File: config.mk
export PLATFORM = sky130hd
export DESIGN_NAME = pcm_format_converter_unit
export DESIGN_NICKNAME = d
export VERILOG_FILES = /design/src/sv/pcmfc_pkg.sv /design/src/sv/pcmfc_total.sv /design/src/sv/pcmfc_front.sv /design/src/sv/pcmfc_fifo.sv /design/src/sv/pcmfc_back.sv /design/src/sv/pcm_format_converter_unit.sv
export VERILOG_INCLUDE_DIRS = /design/src /design/src/sv
export SDC_FILE = /design/constraint.sdc
export NUM_CORES = 2
export LEC_CHECK = 0
export ABC_AREA = 0
export BUFFER_PORTS_ARGS = -buffer_cell sky130_fd_sc_hd__buf_4
export CAP_MARGIN = 20
export CORE_MARGIN = 5
export CORE_UTILIZATION = 35
export DETAILED_ROUTE_END_ITERATION = 10
export GPL_TIMING_DRIVEN = 0
export PLACE_DENSITY = 0.57
export SETUP_SLACK_MARGIN = 0.05
export SLEW_MARGIN = 20
export SYNTH_ARGS = -nofsm -noshare
export SYNTH_HDL_FRONTEND = slang
export SYNTH_SLANG_ARGS = --single-unit
File: constraint.sdc
create_clock -name clk -period 9.5 [get_ports clk]
set_input_delay 0.475 -clock clk [delete_from_list [all_inputs] [get_ports clk]]
set_output_delay 0.475 -clock clk [all_outputs]
set_load 0.1 [all_outputs]
File: src/sv/pcm_format_converter_unit_macros.svh
`ifndef PCM_FORMAT_CONVERTER_UNIT_MACROS_SVH
`define PCM_FORMAT_CONVERTER_UNIT_MACROS_SVH

// Both macros expect the enclosing module to have clk and rst_n.

// The consequent must hold in the same cycle as the antecedent.
`define PCMFC_ASSERT_IMP(label, ante, cons, msg) \
    label: assert property (@(posedge clk) disable iff (!rst_n) (ante) |-> (cons)) \
        else $error(msg);

// The consequent must hold in the cycle after the antecedent.
`define PCMFC_ASSERT_NXT(label, ante, cons, msg) \
    label: assert property (@(posedge clk) disable iff (!rst_n) (ante) |=> (cons)) \
        else $error(msg);

`endif

File: src/sv/pcmfc_pkg.sv
package pcmfc_pkg;

    localparam int SAMPLE_W     = 16;
    localparam int CHAN_W       = 2;
    localparam int RATE_W       = 18;
    localparam int FRAMES_W     = 24;
    localparam int CFG_IDX_W    = 3;
    localparam int CFG_DATA_W   = 24;
    localparam int OUT_IDX_W    = 31;
    localparam int NUM_W        = 49;
    localparam int PROD_W       = FRAMES_W + RATE_W;
    localparam int LIMIT_W      = FRAMES_W + RATE_W;
    localparam int DIV_W        = PROD_W + 3;
    localparam int DIV_CNT_W    = $clog2(DIV_W);
    localparam int MAX_UPSAMPLE = 64;
    localparam int UPS_SHIFT    = $clog2(MAX_UPSAMPLE);
    localparam int RES_CAP      = 64;
    localparam int CNT_W        = $clog2(RES_CAP + 1);
    localparam int QUEUE_DEPTH  = 2;
    localparam int QPTR_W       = $clog2(QUEUE_DEPTH);
    localparam int QCNT_W       = $clog2(QUEUE_DEPTH + 1);
    localparam int CONV_W       = 18;

    // 8-bit samples are offset binary around HALF_SCALE; one byte step is 0x100.
    localparam int HALF_SCALE = 128;
    localparam int BYTE_SHIFT = 8;

    localparam logic [CHAN_W-1:0]   STEREO        = 2'd2;
    localparam logic [FRAMES_W-1:0] IN_INDEX_MAX  = {FRAMES_W{1'b1}};

    localparam logic [CFG_IDX_W-1:0] CFG_SRC_CHANNELS  = 3'd0;
    localparam logic [CFG_IDX_W-1:0] CFG_SRC_WIDE      = 3'd1;
    localparam logic [CFG_IDX_W-1:0] CFG_SRC_RATE      = 3'd2;
    localparam logic [CFG_IDX_W-1:0] CFG_DST_CHANNELS  = 3'd3;
    localparam logic [CFG_IDX_W-1:0] CFG_DST_WIDE      = 3'd4;
    localparam logic [CFG_IDX_W-1:0] CFG_DST_RATE      = 3'd5;
    localparam logic [CFG_IDX_W-1:0] CFG_SOURCE_FRAMES = 3'd6;

    typedef struct packed {
        logic [CHAN_W-1:0]   src_channels;
        logic                src_wide;
        logic [RATE_W-1:0]   src_rate;
        logic [CHAN_W-1:0]   dst_channels;
        logic                dst_wide;
        logic [RATE_W-1:0]   dst_rate;
        logic [FRAMES_W-1:0] source_frames;
    } cfg_t;

    localparam cfg_t CFG_RESET = '{
        src_channels:  2'd1,
        src_wide:      1'b0,
        src_rate:      18'd44100,
        dst_channels:  2'd1,
        dst_wide:      1'b0,
        dst_rate:      18'd44100,
        source_frames: 24'd0
    };

    typedef struct packed {
        logic [SAMPLE_W-1:0] left_sample;
        logic [SAMPLE_W-1:0] right_sample;
    } sample_word_t;

    typedef struct packed {
        logic [SAMPLE_W-1:0] out_left;
        logic [SAMPLE_W-1:0] out_right;
        logic                run_last;
        logic                bad_config;
    } result_word_t;

    // One converted frame waiting for the rate stage.
    typedef struct packed {
        logic [SAMPLE_W-1:0] left;
        logic [SAMPLE_W-1:0] right;
        logic                bad;
    } conv_word_t;

    typedef struct packed {
        logic empty;
        logic full;
    } q_status_t;

endpackage

File: src/sv/pcmfc_total.sv
module pcmfc_total (
    input  logic                           clk,
    input  logic                           rst_n,
    input  logic                           restart,
    input  pcmfc_pkg::cfg_t                cfg,
    output logic [pcmfc_pkg::OUT_IDX_W-1:0] total,
    output logic                           ready
);
    import pcmfc_pkg::*;

    typedef enum logic [1:0] {ST_MUL, ST_ADD, ST_DIV, ST_DONE} state_t;

    state_t                 state_reg;
    logic [PROD_W-1:0]      prod_reg;
    logic [DIV_W-1:0]       quo_reg;
    logic [RATE_W-1:0]      rem_reg;
    logic [DIV_CNT_W-1:0]   step_reg;
    logic [OUT_IDX_W-1:0]   total_reg;

    logic [1:0]             fb_shift;
    logic [RATE_W:0]        trial;
    logic [RATE_W:0]        diff;
    logic                   q_bit;
    logic [RATE_W-1:0]      rem_step;
    logic [DIV_W-1:0]       quo_step;
    logic [DIV_W-1:0]       dividend;
    logic [DIV_W-1:0]       quo_frames;

    // The destination frame is one, two or four bytes.
    assign fb_shift = {1'b0, cfg.dst_channels == STEREO} + {1'b0, cfg.dst_wide};

    // Rounding up before the division gives the ceiling of the byte count.
    assign dividend = (DIV_W'(prod_reg) << fb_shift) + DIV_W'(cfg.src_rate) - DIV_W'(1);

    // Restoring division, one quotient bit a cycle, most significant first.
    assign trial    = {rem_reg, quo_reg[DIV_W-1]};
    assign diff     = trial - {1'b0, cfg.src_rate};
    assign q_bit    = !diff[RATE_W];
    assign rem_step = q_bit ? diff[RATE_W-1:0] : trial[RATE_W-1:0];
    assign quo_step = {quo_reg[DIV_W-2:0], q_bit};
    assign quo_frames = quo_step >> fb_shift;

    always_ff @(posedge clk or negedge rst_n)
    begin
        if (!rst_n)
        begin
            state_reg <= ST_MUL;
            step_reg  <= '0;
            prod_reg  <= '0;
            quo_reg   <= '0;
            rem_reg   <= '0;
            total_reg <= '0;
        end
        else if (restart)
        begin
            state_reg <= ST_MUL;
        end
        else
        begin
            unique case (state_reg)
                ST_MUL:
                begin
                    prod_reg  <= PROD_W'(cfg.source_frames) * PROD_W'(cfg.dst_rate);
                    state_reg <= ST_ADD;
                end
                ST_ADD:
                begin
                    quo_reg   <= dividend;
                    rem_reg   <= '0;
                    step_reg  <= '0;
                    state_reg <= ST_DIV;
                end
                ST_DIV:
                begin
                    quo_reg  <= quo_step;
                    rem_reg  <= rem_step;
                    step_reg <= step_reg + DIV_CNT_W'(1);
                    if (step_reg == DIV_CNT_W'(DIV_W - 1))
                    begin
                        total_reg <= quo_frames[OUT_IDX_W-1:0];
                        state_reg <= ST_DONE;
                    end
                end
                ST_DONE:
                begin
                    state_reg <= ST_DONE;
                end
            endcase
        end
    end

    assign total = total_reg;
    assign ready = (state_reg == ST_DONE);

endmodule

File: src/sv/pcmfc_front.sv
module pcmfc_front (
    input  logic                    sample_valid,
    output logic                    sample_stall,
    input  pcmfc_pkg::sample_word_t sample,
    input  pcmfc_pkg::cfg_t         cfg,
    input  logic                    total_ready,
    input  pcmfc_pkg::q_status_t    q_status,
    output logic                    push,
    output pcmfc_pkg::conv_word_t   push_word
);
    import pcmfc_pkg::*;

    logic                     s_st;
    logic                     d_st;
    logic                     bad;
    logic signed [CONV_W-1:0] l0;
    logic signed [CONV_W-1:0] r0;
    logic signed [CONV_W-1:0] sum;
    logic signed [CONV_W-1:0] avg;
    logic signed [CONV_W-1:0] l1;
    logic signed [CONV_W-1:0] r1;
    logic signed [CONV_W-1:0] l2;
    logic signed [CONV_W-1:0] r2;

    // 16 to 8 bits: divide by 0x100 towards zero, then add the offset.
    function automatic logic signed [CONV_W-1:0] narrow(input logic signed [CONV_W-1:0] x);
        logic signed [CONV_W-1:0] t;
        t = x + (x[CONV_W-1] ? CONV_W'((1 << BYTE_SHIFT) - 1) : CONV_W'(0));
        return (t >>> BYTE_SHIFT) + CONV_W'(HALF_SCALE);
    endfunction

    // 8 to 16 bits: remove the offset and scale by 0x100.
    function automatic logic signed [CONV_W-1:0] widen(input logic signed [CONV_W-1:0] x);
        return (x - CONV_W'(HALF_SCALE)) <<< BYTE_SHIFT;
    endfunction

    function automatic logic signed [CONV_W-1:0] decode(input logic [SAMPLE_W-1:0] raw,
                                                        input logic wide);
        return wide ? {{(CONV_W-SAMPLE_W){raw[SAMPLE_W-1]}}, raw}
                    : {{(CONV_W-8){1'b0}}, raw[7:0]};
    endfunction

    assign s_st = (cfg.src_channels == STEREO);
    assign d_st = (cfg.dst_channels == STEREO);

    assign bad = (cfg.src_rate == '0) ||
                 ({{UPS_SHIFT{1'b0}}, cfg.dst_rate} > {cfg.src_rate, {UPS_SHIFT{1'b0}}});

    always_comb
    begin
        l0 = decode(sample.left_sample, cfg.src_wide);
        r0 = s_st ? decode(sample.right_sample, cfg.src_wide) : l0;

        // Halve the sum towards zero; for unsigned 8-bit words this is the floor.
        sum = l0 + r0;
        avg = (sum + (sum[CONV_W-1] ? CONV_W'(1) : CONV_W'(0))) >>> 1;

        l1 = (s_st && !d_st) ? avg : l0;
        r1 = d_st ? r0 : '0;

        if (cfg.src_wide && !cfg.dst_wide)
        begin
            l2 = narrow(l1);
            r2 = narrow(r1);
        end
        else if (!cfg.src_wide && cfg.dst_wide)
        begin
            l2 = widen(l1);
            r2 = widen(r1);
        end
        else
        begin
            l2 = l1;
            r2 = r1;
        end

        push_word.left  = cfg.dst_wide ? l2[SAMPLE_W-1:0] : {8'h00, l2[7:0]};
        push_word.right = !d_st        ? '0
                        : cfg.dst_wide ? r2[SAMPLE_W-1:0] : {8'h00, r2[7:0]};
        push_word.bad   = bad;
        if (bad)
        begin
            push_word.left  = '0;
            push_word.right = '0;
        end
    end

    assign sample_stall = !total_ready || q_status.full;
    assign push         = sample_valid && !sample_stall;

endmodule

File: src/sv/pcmfc_fifo.sv
`include "pcm_format_converter_unit_macros.svh"

module pcmfc_fifo (
    input  logic                  clk,
    input  logic                  rst_n,
    input  logic                  push,
    input  pcmfc_pkg::conv_word_t push_word,
    input  logic                  pop,
    output pcmfc_pkg::conv_word_t head,
    output pcmfc_pkg::q_status_t  q_status
);
    import pcmfc_pkg::*;

    conv_word_t          slot_reg [QUEUE_DEPTH];
    logic [QPTR_W-1:0]   wr_ptr_reg;
    logic [QPTR_W-1:0]   rd_ptr_reg;
    logic [QCNT_W-1:0]   count_reg;
    logic [QPTR_W-1:0]   wr_ptr_next;
    logic [QPTR_W-1:0]   rd_ptr_next;
    logic [QCNT_W-1:0]   count_next;

    function automatic logic [QPTR_W-1:0] bump(input logic [QPTR_W-1:0] p);
        return (p == QPTR_W'(QUEUE_DEPTH - 1)) ? '0 : p + QPTR_W'(1);
    endfunction

    always_comb
    begin
        wr_ptr_next = push ? bump(wr_ptr_reg) : wr_ptr_reg;
        rd_ptr_next = pop  ? bump(rd_ptr_reg) : rd_ptr_reg;
        count_next  = count_reg + QCNT_W'(push) - QCNT_W'(pop);
    end

    always_ff @(posedge clk or negedge rst_n)
    begin
        if (!rst_n)
        begin
            wr_ptr_reg <= '0;
            rd_ptr_reg <= '0;
            count_reg  <= '0;
        end
        else
        begin
            wr_ptr_reg <= wr_ptr_next;
            rd_ptr_reg <= rd_ptr_next;
            count_reg  <= count_next;
        end
    end

    always_ff @(posedge clk)
    begin
        if (push)
        begin
            slot_reg[wr_ptr_reg] <= push_word;
        end
    end

    assign head           = slot_reg[rd_ptr_reg];
    assign q_status.empty = (count_reg == '0);
    assign q_status.full  = (count_reg == QCNT_W'(QUEUE_DEPTH));

    `PCMFC_ASSERT_IMP(a_no_push_full, push, !q_status.full, "word pushed into a full queue")
    `PCMFC_ASSERT_IMP(a_no_pop_empty, pop, !q_status.empty, "word popped from an empty queue")
    `PCMFC_ASSERT_IMP(a_count_bound, 1'b1, count_reg <= QCNT_W'(QUEUE_DEPTH), "queue count overflow")

endmodule

File: src/sv/pcmfc_back.sv
`include "pcm_format_converter_unit_macros.svh"

module pcmfc_back (
    input  logic                            clk,
    input  logic                            rst_n,
    input  logic                            restart,
    input  pcmfc_pkg::cfg_t                 cfg,
    input  logic [pcmfc_pkg::OUT_IDX_W-1:0] total,
    input  pcmfc_pkg::q_status_t            q_status,
    input  pcmfc_pkg::conv_word_t           head,
    output logic                            pop,
    output logic                            result_valid,
    input  logic                            result_stall,
    output pcmfc_pkg::result_word_t         result
);
    import pcmfc_pkg::*;

    typedef enum logic {ST_WAIT, ST_RUN} state_t;

    state_t                state_reg,     state_next;
    conv_word_t            cur_reg,       cur_next;
    logic [OUT_IDX_W-1:0]  idx_reg,       idx_next;
    logic [NUM_W-1:0]      num_reg,       num_next;
    logic [LIMIT_W-1:0]    base_reg,      base_next;
    logic [LIMIT_W-1:0]    limit_reg,     limit_next;
    logic [FRAMES_W-1:0]   in_idx_reg,    in_idx_next;
    logic [CNT_W-1:0]      cnt_reg,       cnt_next;
    logic                  out_valid_reg, out_valid_next;
    result_word_t          out_word_reg,  out_word_next;

    logic                  space;
    logic                  more;
    logic                  last;
    logic                  emit;
    logic                  finish;
    logic [OUT_IDX_W-1:0]  idx_inc;
    logic [NUM_W-1:0]      num_inc;
    logic [CNT_W-1:0]      cnt_inc;

    assign space   = !out_valid_reg || !result_stall;
    assign idx_inc = idx_reg + OUT_IDX_W'(1);
    assign num_inc = num_reg + NUM_W'(cfg.src_rate);
    assign cnt_inc = cnt_reg + CNT_W'(1);

    // Output frame a belongs to this source frame while a*src_rate is below
    // (frame index + 1)*dst_rate; the lookahead tells whether this one is the last.
    assign more = (idx_reg < total) && (num_reg < NUM_W'(limit_reg)) &&
                  (cnt_reg < CNT_W'(RES_CAP));
    assign last = !((idx_inc < total) && (num_inc < NUM_W'(limit_reg)) &&
                    (cnt_inc < CNT_W'(RES_CAP)));

    always_comb
    begin
        state_next     = state_reg;
        cur_next       = cur_reg;
        idx_next       = idx_reg;
        num_next       = num_reg;
        base_next      = base_reg;
        limit_next     = limit_reg;
        in_idx_next    = in_idx_reg;
        cnt_next       = cnt_reg;
        out_valid_next = out_valid_reg && result_stall;
        out_word_next  = out_word_reg;
        pop            = 1'b0;
        emit           = 1'b0;
        finish         = 1'b0;

        unique case (state_reg)
            ST_WAIT:
            begin
                if (!q_status.empty)
                begin
                    pop        = 1'b1;
                    cur_next   = head;
                    limit_next = base_reg + LIMIT_W'(cfg.dst_rate);
                    cnt_next   = '0;
                    state_next = ST_RUN;
                end
            end
            ST_RUN:
            begin
                if (cur_reg.bad)
                begin
                    // A bad ratio gives one error word and leaves the counters alone.
                    if (space)
                    begin
                        out_valid_next           = 1'b1;
                        out_word_next.out_left   = '0;
                        out_word_next.out_right  = '0;
                        out_word_next.run_last   = 1'b1;
                        out_word_next.bad_config = 1'b1;
                        state_next               = ST_WAIT;
                    end
                end
                else if (!more)
                begin
                    finish     = 1'b1;
                    state_next = ST_WAIT;
                end
                else if (space)
                begin
                    emit                     = 1'b1;
                    out_valid_next           = 1'b1;
                    out_word_next.out_left   = cur_reg.left;
                    out_word_next.out_right  = cur_reg.right;
                    out_word_next.run_last   = last;
                    out_word_next.bad_config = 1'b0;
                    idx_next                 = idx_inc;
                    num_next                 = num_inc;
                    cnt_next                 = cnt_inc;
                    if (last)
                    begin
                        finish     = 1'b1;
                        state_next = ST_WAIT;
                    end
                end
            end
            default:
            begin
                state_next = ST_WAIT;
            end
        endcase

        if (finish && (in_idx_reg != IN_INDEX_MAX))
        begin
            in_idx_next = in_idx_reg + FRAMES_W'(1);
            base_next   = base_reg + LIMIT_W'(cfg.dst_rate);
        end

        if (restart)
        begin
            state_next  = ST_WAIT;
            idx_next    = '0;
            num_next    = '0;
            base_next   = '0;
            in_idx_next = '0;
            cnt_next    = '0;
        end
    end

    always_ff @(posedge clk or negedge rst_n)
    begin
        if (!rst_n)
        begin
            state_reg     <= ST_WAIT;
            cur_reg       <= '0;
            idx_reg       <= '0;
            num_reg       <= '0;
            base_reg      <= '0;
            limit_reg     <= '0;
            in_idx_reg    <= '0;
            cnt_reg       <= '0;
            out_valid_reg <= 1'b0;
            out_word_reg  <= '0;
        end
        else
        begin
            state_reg     <= state_next;
            cur_reg       <= cur_next;
            idx_reg       <= idx_next;
            num_reg       <= num_next;
            base_reg      <= base_next;
            limit_reg     <= limit_next;
            in_idx_reg    <= in_idx_next;
            cnt_reg       <= cnt_next;
            out_valid_reg <= out_valid_next;
            out_word_reg  <= out_word_next;
        end
    end

    assign result_valid = out_valid_reg;
    assign result       = out_word_reg;

    `PCMFC_ASSERT_IMP(a_pop_in_wait, pop, (state_reg == ST_WAIT) && !q_status.empty,
        "queue popped outside the wait state")
    `PCMFC_ASSERT_NXT(a_emit_steps, emit && !restart, idx_reg == $past(idx_reg) + OUT_IDX_W'(1),
        "output index did not advance by one")
    `PCMFC_ASSERT_IMP(a_idx_bound, out_valid_reg && !out_word_reg.bad_config, idx_reg <= total,
        "output index ran past the total")
    `PCMFC_ASSERT_IMP(a_err_word, out_valid_reg && out_word_reg.bad_config,
        out_word_reg.run_last && (out_word_reg.out_left == '0) && (out_word_reg.out_right == '0),
        "malformed error word")

endmodule

File: src/sv/pcm_format_converter_unit.sv
// Channel  Direction  Handshake                     Word
// sample   in         sample_valid / sample_stall   left_sample, right_sample
// result   out        result_valid / result_stall   out_left, out_right, run_last, bad_config
// cfg      in         cfg_write                     cfg_index, cfg_data
//
// A taken frame waits in the two-entry queue until the rate stage pops it in its wait
// state, then registers one output word a cycle unless a stalled result word holds it;
// a frame with no output word still passes through the rate stage before the next is taken.
// After reset and after every register write, sample_stall stays high
// while the output total is worked out (one multiply, one add, a 45-step divider).
// A stalled result word holds in the output register; the queue fills up behind it.
module pcm_format_converter_unit (
    input  logic                             clk,
    input  logic                             rst_n,
    input  logic                             sample_valid,
    output logic                             sample_stall,
    input  pcmfc_pkg::sample_word_t          sample,
    output logic                             result_valid,
    input  logic                             result_stall,
    output pcmfc_pkg::result_word_t          result,
    input  logic                             cfg_write,
    input  logic [pcmfc_pkg::CFG_IDX_W-1:0]  cfg_index,
    input  logic [pcmfc_pkg::CFG_DATA_W-1:0] cfg_data
);
    import pcmfc_pkg::*;

    cfg_t                  cfg_reg;
    cfg_t                  cfg_next;
    logic                  restart;
    logic [OUT_IDX_W-1:0]  total;
    logic                  total_ready;
    q_status_t             q_status;
    logic                  push;
    conv_word_t            push_word;
    logic                  pop;
    conv_word_t            head;

    always_comb
    begin
        cfg_next = cfg_reg;
        restart  = 1'b0;
        if (cfg_write)
        begin
            restart = 1'b1;
            unique case (cfg_index)
                CFG_SRC_CHANNELS:  cfg_next.src_channels  = cfg_data[CHAN_W-1:0];
                CFG_SRC_WIDE:      cfg_next.src_wide      = cfg_data[0];
                CFG_SRC_RATE:      cfg_next.src_rate      = cfg_data[RATE_W-1:0];
                CFG_DST_CHANNELS:  cfg_next.dst_channels  = cfg_data[CHAN_W-1:0];
                CFG_DST_WIDE:      cfg_next.dst_wide      = cfg_data[0];
                CFG_DST_RATE:      cfg_next.dst_rate      = cfg_data[RATE_W-1:0];
                CFG_SOURCE_FRAMES: cfg_next.source_frames = cfg_data[FRAMES_W-1:0];
                default:           restart                = 1'b0;
            endcase
        end
    end

    always_ff @(posedge clk or negedge rst_n)
    begin
        if (!rst_n)
        begin
            cfg_reg <= CFG_RESET;
        end
        else
        begin
            cfg_reg <= cfg_next;
        end
    end

    pcmfc_total u_total (
        .clk     (clk),
        .rst_n   (rst_n),
        .restart (restart),
        .cfg     (cfg_reg),
        .total   (total),
        .ready   (total_ready)
    );

    pcmfc_front u_front (
        .sample_valid (sample_valid),
        .sample_stall (sample_stall),
        .sample       (sample),
        .cfg          (cfg_reg),
        .total_ready  (total_ready),
        .q_status     (q_status),
        .push         (push),
        .push_word    (push_word)
    );

    pcmfc_fifo u_fifo (
        .clk       (clk),
        .rst_n     (rst_n),
        .push      (push),
        .push_word (push_word),
        .pop       (pop),
        .head      (head),
        .q_status  (q_status)
    );

    pcmfc_back u_back (
        .clk          (clk),
        .rst_n        (rst_n),
        .restart      (restart),
        .cfg          (cfg_reg),
        .total        (total),
        .q_status     (q_status),
        .head         (head),
        .pop          (pop),
        .result_valid (result_valid),
        .result_stall (result_stall),
        .result       (result)
    );

endmodule
==> summary.txt <==
Clocking
  • Cts bufs inserted: 67
  • Clk slew on worst S/H paths: roughly 0.06 ns
  • CTS sink cnt: 544
  • Clk Latency, worst-skew pair: ~0.65 ns
  • Clk buf depth: 3
  • CTS root buffer: clkbuf_16
  • Setup Fix Bufs, Post-CTS: 0
  • CTS tree: yes
  • H-tree levels: 3

Logic synthesis
  • Synth cell types: 102
  • Synth top area cells: dfrtp_1 23%, fa_1 14%, ha_1 11%
  • Async S/R FF share, synth: 0.879
  • Ys Warns: 0
  • Most common cell in the netlist: nand2_1
  • Synth Net Count: around 6300
  • Sequential-to-total area share from yosys stat: 0.280
  • Top_reg_cell synth: dfrtp_1
  • Synth cell count leaders: 785 x nand2_1, 619 x inv_1, 464 x dfrtp_1
  • Post-Synthesis Cells: 5485
  • Post-synthesis cell area: 0.0499 mm2
  • Post-synth EDFFs: 66
  • Yosys top cell by area: dfrtp_1
  • Syn Area/Cell: between 9 and 10 um2
  • Flops & latches, synth: ~540
  • Yosys top cell area share: 0.233

Outcome
  • Status: finished, final reports clean

Timing
  • Slew margin rel.: 0.211
  • Setup Skew: 0.0390 ns
  • Tcrit/Tclk final: 0.929
  • Final setup viols: 0
  • Setup Total Neg Slack: 0 ns
  • Maximum clock rate: 113 MHz
  • Worst-Margin Slew: around 1.2 ns
  • Fin crit period: 8.83 ns
  • Min setup slack post-route: 0.672 ns
  • Max Slew Vio Count: 0
  • Unrepaired setup endpoints after global routing: no
  • Final Hold Fails: 0

Floorplan
  • Die Wd: 388 um
  • Total Die Area: 0.150 mm2
  • I/O pins: 100
  • Die Ht: 388 um
  • Core box area: 0.142 mm2
  • Rows: 138
  • Initial core utilization: 0.352

GRT
  • Antenna violations before repair: 2
  • Overflow after GRT: 0
  • Largest net degree at the start of global routing: 95
  • First-pass GRT wire length: 228000 um
  • GRT Util Overall: 0.190
  • Vias in the first global route: 39000

Job
  • Number of max-cap violations: 0

Place
  • Post-Place Setup Slack: around 0.24 ns
  • IO buf count: 96
  • HPWL after DPL: roughly 120000 um
  • Gpl congestion: 0.893

Drt
  • DRT antenna net count: 0
  • Total Wirelength: 145000 um
  • Vias/cell: ~5.1
  • # DRC: 0
  • DRT iter0 DRCs: roughly 2900
  • Routed wire per std cell: 19.1 um
  • First-pass iteration count of the detailed router: 6
  • Via count: 39100

Critical path
  • WP data required: between 9 and 10 ns
  • Largest fanout on the critical path: 10
  • Setup Crit Path Kind: reg2reg
  • CP arrival: 9.32 ns
  • Worst path depth: 26
  • Slowest Stage Delay on Critical Path: 0.80 ns
  • CP top delay family: adder cells
  • CP Launch Type: flop
  • Critical path endpoint category: flop
  • Worst path slowest cell: clkbuf_1
  • Reg2Reg Depth: 26
  • Most used cell along the critical path: fa_1
  • CP bufs+invs: 5

Hold path
  • HP Class: in2reg
  • Hold path depth: 2

Finish
  • Area Overhead vs Synth: 11.3%
  • NumNets Final: 6503
  • Share of cells above drive strength 1: 0.0801
## cells by family after synthesis
| kind of cell | Yosys count | synth area share |
|---|---|---|
| AOI/OAI and AO/OA | 989 | 0.123 |
| xor gates and xnor gates | 299 | 0.0525 |
| adders and majority gates | 781 | 0.250 |
| buffers and inverters | 882 | 0.0679 |
| DFF | 544 | 0.280 |
| muxes | 241 | 0.0596 |
| and+or+nand+nor | 1749 | 0.168 |
## routing by layer
layer	track usage	vias up	wire, um
li1	-	18700	-
met1	0.272	19300	67800
met2	0.302	962	65600
met3	0.0308	165	7960
met4	0.0451	0	3420
met5	0	-	0
## placed cells by master, fill, tap and decap left out, types with 54 or more instances in the layout
| master | count |
|---|---|
| a21oi_1 | 252 |
| nand3_1 | 76 |
| edfxtp_1 | 66 |
| ha_1 | 423 |
| clkbuf_16 | 68 |
| mux2i_1 | 115 |
| mux2_2 | 90 |
| xnor2_1 | 165 |
| nor2_1 | 292 |
| xor2_1 | 134 |
| a21o_1 | 92 |
| nor3_1 | 54 |
| dfrtp_1 | 464 |
| o21a_1 | 60 |
| fa_1 | 357 |
| inv_1 | 619 |
| buf_4 | 96 |
| clkbuf_1 | 226 |
| nand4_1 | 57 |
| nand2_1 | 785 |
| and2_1 | 195 |
| o21ai_0 | 345 |
## worst register-to-register path: stages, from the launching register on
cell      delay [ns]
dfstp_2         0.53
clkbuf_1        0.52
clkbuf_1        0.80
nand2_1         0.16
fa_1            0.54
inv_1           0.06
fa_1            0.53
inv_1           0.05
fa_1            0.53
fa_1            0.46
fa_1            0.54
inv_1           0.05
fa_1            0.55
ha_1            0.40
a21oi_1         0.23
nand2_1         0.08
a211o_1         0.27
a21oi_1         0.17
and4b_1         0.25
o31ai_1         0.33
a31oi_1         0.24
a41oi_1         0.44
o21ai_0         0.15
o211a_1         0.16
o41ai_1         0.30
xor2_1          0.24
o21ai_0         0.10
## timing repair
item                                    4_1_cts  5_1_grt
endpoints found under the setup margin        0        5
hold endpoints to repair                     37        0
hold buffers                                  1        0
gates resized for setup                       0        6
## through the flow
step	cell area [um2]	std cells	hold slack [ns]	util
6_report	55500	7598	0.0637	0.392
5_1_grt	55500	7598	0.0384	0.392
4_1_cts	55500	7598	0.0280	0.392
3_5_place_dp	53200	7479	0.398	0.376
3_3_place_gp	53000	7471	0.463	0.374
2_1_floorplan	49900	5485	0.179	-
## layout make-up
cell class              count  area, um2
well taps                1890       2360
multi-input cells        4059      32600
plain buffers             261       1060
clock inverters            31        449
repair buffers            105        921
flip-flops and latches    544      14000
inverters                 620       2330
fillers                 14300      86100
diodes                      1       2.50
clock buffers              87       1850
## path summary, 6_finish.rpt
kind	startpoint	endpoint	slack [ns]
max in group asynchronous	rst_n	u_total.prod_reg[20]$_DFFE_PN0P_	7.86
max	cfg_reg[30]$_DFFE_PN1P_	u_total.prod_reg[40]$_DFFE_PN0P_	0.67
max reg2reg	cfg_reg[30]$_DFFE_PN1P_	u_total.prod_reg[40]$_DFFE_PN0P_	0.67
min reg2reg	u_back.limit_reg[19]$_DFFE_PN0P_	u_back.limit_reg[19]$_DFFE_PN0P_	0.48
min	cfg_data[18]	cfg_reg[18]$_DFFE_PN0P_	0.06
min in group asynchronous	rst_n	u_back.in_idx_reg[11]$_DFFE_PN0P_	0.33
Power is not shown: default switching activity piles up to over one toggle a cycle in this logic, so the estimate is an artifact.
